--- src/rtl/sit_pkg.sv ---
// sit_pkg: shared types and codes for the sorted insertion table
// command and result codes, control struct, state enum, default sizes
// no dependencies
package sit_pkg;

  localparam int TABLE_DEPTH_DEF = 64;
  localparam int VALUE_WIDTH_DEF = 32;

  localparam int CMD_W   = 2;
  localparam int KIND_W  = 2;
  localparam int FIELD_W = 32;  // width of the value fields on the ports

  typedef enum logic [CMD_W-1:0] {
    CMD_INSERT = 2'd0,
    CMD_DUMP   = 2'd1,
    CMD_CLEAR  = 2'd2,
    CMD_NONE   = 2'd3
  } cmd_t;

  typedef enum logic [KIND_W-1:0] {
    KIND_INSERT = 2'd0,
    KIND_DUMP   = 2'd1,
    KIND_CLEAR  = 2'd2
  } kind_t;

  typedef enum logic {
    ST_IDLE = 1'b0,
    ST_DUMP = 1'b1
  } state_t;

  // broadcast to every cell of the chain
  typedef struct packed {
    logic ins;  // place the new value, shift larger ones right
    logic rot;  // rotate the valid cells one step toward the head
  } cell_ctrl_t;

endpackage

--- src/rtl/sit_cell.sv ---
// sit_cell: one storage cell of the sorted chain
// holds one value, compares it to the new value, takes from its neighbors
// depends on sit_pkg
module sit_cell #(
  parameter int VALUE_WIDTH = sit_pkg::VALUE_WIDTH_DEF
) (
  input  logic                   clk,
  input  sit_pkg::cell_ctrl_t    ctrl,
  input  logic                   valid,
  input  logic                   is_tail,
  input  logic [VALUE_WIDTH-1:0] ins_value,
  input  logic                   left_gt,
  input  logic [VALUE_WIDTH-1:0] left_value,
  input  logic [VALUE_WIDTH-1:0] right_value,
  input  logic [VALUE_WIDTH-1:0] head_value,
  output logic                   gt,
  output logic [VALUE_WIDTH-1:0] value
);
  import sit_pkg::*;

  // empty cells count as greater so the insert lands at the first free cell
  assign gt = !valid || ($signed(value) > $signed(ins_value));

  always_ff @(posedge clk) begin
    if (ctrl.ins && gt) begin
      value <= left_gt ? left_value : ins_value;
    end else if (ctrl.rot) begin
      value <= is_tail ? head_value : right_value;
    end
  end

endmodule
--- config.mk ---
export PLATFORM = sky130hd
export DESIGN_NAME = sit_cell
export DESIGN_NICKNAME = d
export VERILOG_FILES = /design/src/rtl/sit_pkg.sv /design/src/rtl/sit_cell.sv
export SDC_FILE = /design/constraint.sdc
export NUM_CORES = 1
export LEC_CHECK = 0
export ABC_AREA = 1
export BUFFER_PORTS_ARGS = -buffer_cell sky130_fd_sc_hd__buf_4
export CORE_ASPECT_RATIO = 1.5
export CORE_UTILIZATION = 46
export DETAILED_ROUTE_END_ITERATION = 6
export GPL_ROUTABILITY_DRIVEN = 0
export PLACE_DENSITY_LB_ADDON = 0.1
export RECOVER_POWER = 100
export SLEW_MARGIN = 30
export SYNTH_ARGS = -nofsm -noshare
export SYNTH_HDL_FRONTEND = slang
export SYNTH_SLANG_ARGS = --single-unit
--- constraint.sdc ---
create_clock -name clk -period 4 [get_ports clk]
set_input_delay 0.8 -clock clk [delete_from_list [all_inputs] [get_ports clk]]
set_output_delay 0.8 -clock clk [all_outputs]
set_load 0.02 [all_outputs]
Yosys cells after proc, flatten, opt, wreduce, memory -nomap -nowiden:

Index checks and enable logic that the tools add are counted.

* $lt $le $gt $ge: 1
* reductions and logical operators: 4
* multiplexer cells: 4

Operator list (number)
* 32-bit 2-to-1 mux: 4
* 32-bit > comparator: 1
* 2-bit nonzero test: 1
* 1-bit logical AND: 1
* 1-bit logical NOT: 1
* 1-bit logical OR: 1

* word-level logic and storage cells: 10
* flip-flop bits (word level): 32
* output and inout bits: 33
* input bits: 134

Longest topological paths before layout:

* depth in word-level cells: 4
* gate-level depth with buffers: 21

Worst setup path before layout:

Ideal clock, no wire load.

* kind: input port to flip-flop
* start point: input ins_value[31]
* end point: register value[0], enable pin
* path slack: 0.819 ns
* path buffers: 1
* setup time: 0.389 ns
* arrival: 2.792 ns
* stages: 13
* cell sequence: inv_1 ha_1 a21oi_1 o21a_1 nand2_1 a21oi_1 nand3_1 nand2_1 nand2_2 nand2_4 nand2_4 buf_6 nand2_1

* longest elaborated chain between the ends: 4

RTL lines
* start: declaration: RTL line sit_cell.sv:11 `input logic [VALUE_WIDTH-1:0] ins_value,`
* 32-bit > comparator: RTL line sit_cell.sv:22 `assign gt = !valid || ($signed(value) > $signed(ins_value));`
* 1-bit logical OR: RTL line sit_cell.sv:22
* 1-bit logical AND: RTL line sit_cell.sv:25 `if (ctrl.ins && gt) begin`
* 2-bit nonzero test (no source line)
* end signal: assignment: RTL line sit_cell.sv:26 `value <= left_gt ? left_value : ins_value;`
* end signal: assignment: RTL line sit_cell.sv:28 `value <= is_tail ? head_value : right_value;`
* end: declaration: RTL line sit_cell.sv:17 `output logic [VALUE_WIDTH-1:0] value`

Every way passes these cells.
A chain may end at the register's enable or synchronous reset.

Worst setup path in the final report:

* start point: input ins_value[15]
* end point: output gt

* longest elaborated chain between the ends: 2

RTL lines
* 32-bit > comparator: RTL line sit_cell.sv:22
* 1-bit logical OR: RTL line sit_cell.sv:22
* end: declaration: RTL line sit_cell.sv:16 `output logic gt,`

Every way passes these cells.

==> results.py <==
metrics = {
    "routing": {
        "met1_length_um": 3090,
        "vias_per_cell": 5.02,
        "totalWireLength_um": 8550,
        "routed.top_layer": "met4",
        "dr.pass1.iters": 4,
        "route.met2.wl_um": 4710,
        "num_vias": 3153,
        "met3_length_um": 604,
        "drc": 0,
        "drt_iter0_markers": 168,
        "wl_per_cell_um": 13.6,
        "postRouteAntennaNets": 0,
    },
    "floorplanning": {
        "die_w_um": 68.5,
        "start_util_pct": 47.4,
        "dieArea_um2": 6970,
        "die_h_um": 102,
        "core-area_um2": 6440,
        "rows": 36,
        "num_io_pins": 167,
    },
    "global_routing": {
        "grt_first_pass_wirelength_um": 13000,
        "grt_antenna_before_repair": 0,
        "track_usage_pct": 25.3,
        "grt_pass1_vias": 3068,
        "grt_start_max_net_pins": 64,
        "overflow": 0,
    },
    "layout": {
        "regMostFlops": "value",
        "multi_input_area_um2": 1790,
        "nFillCells": 631,
        "largest_register_ffs": 32,
        "layout_common_cells": "nand2_1 (136), buf_4 (134), inv_1 (42)",
        "reg.largest.list": "value: 32 flops",
        "regArea_um2": 961,
        "antenna-diode-count": 0,
        "drive_gt1_share_pct": 32.8,
        "nets": 717,
        "final_common_cell": "nand2_1",
        "area_growth_pct": 38.5,
    },
    "synth": {
        "yosys_register_bits": 32,
        "synth_cell_types": 19,
        "synth_area_leaders": "edfxtp_1 (31%), nand2_1 (15%), ha_1 (13%), mux2_2 (12%), nand3_1 (5.7%)",
        "synth_top_area_share_pct": 31.5,
        "synth_cells": 396,
        "ys_seq_area_share_pct": 31.5,
        "syn_area_per_cell_um2": 7.71,
        "syn-num-nets": 562,
        "yosysWarnings": 0,
        "yosysTopAreaCell": "edfxtp_1",
        "syn-cell-area_um2": 3050,
    },
    "power": {
        "p_leak_nw": 2.22,
        "powerDensity_nw_per_um2": 307,
        "ir_worst_vdd_mv": 0.186,
    },
    "setup_path": {
        "r2r_end": "value[16]$_DFFE_PP_",
        "reg2regPathDepth": 12,
        "crit_fanout": 10,
        "r2r_start": "value[31]$_DFFE_PP_",
        "crit_arrival_ns": 2.62,
        "worstSetupPathType": "in2out",
        "critPathLaunch": "ins_value[15]",
        "critPathCaptureType": "primary output",
        "rrSetupSlack_ns": 0.89,
        "cp-start-kind": "primary input",
        "critPathRequiredTime_ns": 3.20,
    },
    "timing": {
        "rsz0062_at_grt": "no",
        "clock.fmax_ghz": 0.293,
        "hold_violations": 0,
        "post-route-min-period_ns": 3.42,
        "whs_ns": 0.899,
        "slew_viol_final": 0,
        "setup_viol": 0,
        "relSlewSlack_pct": 62.4,
        "skew_ns": 0.00908,
        "worst_pin_slew_ns": 0.564,
        "setup_tns_ns": 0,
        "finalCritPeriodShare_pct": 85.4,
    },
    "clocking": {
        "insertion_delay_ns": 0.29,
        "cts_root_buf": "clkbuf_8",
        "numClockSinks": 32,
        "cts_hold_buf": 0,
        "clk_pin_slew_ns": 0.07,
        "postCtsSetupBuffers": 0,
        "cts_tree": "built",
        "clockBufferDepth": 2,
        "cts_max_level": 2,
        "ctsResizeCount": 0,
        "cts_buffers": 5,
    },
    "place": {
        "dp.final_hpwl_um": 6660,
        "io_buffers": 166,
    },
    "hold_path": {
        "min_from": "right_value[25]",
        "hp-class": "in2reg",
        "whs_endpoint": "value[25]$_DFFE_PP_",
        "holdPathStages": 4,
    },
    "flow_run": {
        "max-cap-violations": 0,
    },
    "outcome": {
        "status": "complete, no violations",
    },
}
per-layer routing:
| layer | track usage (%) | vias up |
|---|---|---|
| li1 | - | 1620 |
| met1 | 27.3 | 1392 |
| met2 | 46.9 | 128 |
| met3 | 5.41 | 13 |
| met4 | 8.17 | 0 |
| met5 | 0 | - |
kinds of logic (layout without fill, tap and decap cells):
family | Yosys count | after routing | share of synthesized area, %
AND/OR/NAND/NOR | 188 | 188 | 26.3
multiplexers | 33 | 33 | 12.2
adder cells (fa/ha/maj) | 32 | 32 | 13.1
AO/OA/AOI/OAI | 48 | 48 | 8.04
buffers and inverters | 63 | 219 | 8.90
flip-flops | 32 | 32 | 31.5
report_power, final:
| part | leakage [nW] | internal [mW] | switching (mW) |
|---|---|---|---|
| clock | 0.0453 | 0.118 | 0.131 |
| combinational | 1.85 | 0.236 | 0.330 |
| sequential | 0.329 | 0.448 | 0.0343 |
| total | 2.22 | 0.803 | 0.495 |
cells in the mapped netlist (all sizes together):
cell type  number
a21o            1
a21oi          13
buf             7
clkbuf         14
edfxtp         32
ha             32
inv            42
mux2           33
nand2         139
nand3          35
nand4           2
nor2           12
o21a            1
o21ai          33
how the worst max path moves through the flow:
stage / end / slack [ns] / cells past startpoint
final: gt / 0.58 / 13
after global routing: gt / 0.41 / 13
after CTS: gt / 0.81 / 14
after detailed placement: value[16]$_DFFE_PP_ / 0.73 / 15
after global placement: value[19]$_DFFE_PP_ / 0.75 / 15
after floorplan: value[0]$_DFFE_PP_ / 0.82 / 13
cell type report:
class	instances	share of cell area (%)
Clock buffer	5	1.63
Clock inverter	3	0.326
Inverter	42	3.73
Multi-Input combinational cell	301	42.3
Sequential cell	32	22.7
Tap cell	76	2.25
Timing Repair Buffer	169	27.0
through the flow:
stage               area [µm²]  setup slack, ns  util [%]  cells  total power [mW]
detailed placement        4300            0.729      66.8    620              1.12
floorplan                 3050            0.819         -    396             0.860
global route              4230            0.410      65.6    628              1.39
CTS                       4380            0.809      68.1    628              1.37
global placement          4300            0.754      66.8    620              1.10
finish                    4230            0.585      65.6    628              1.30
critical path, stage by stage:
cell      delay, ns
clkbuf_4       0.10
inv_1          0.04
ha_1           0.28
a21oi_1        0.15
o21ai_0        0.12
a21oi_1        0.18
nand2_1        0.10
nand2_1        0.08
nand3_1        0.06
nand2_1        0.08
nand2_2        0.04
nand2_1        0.27
clkbuf_1       0.30
Note: power is estimated with default switching activity, not from simulation.
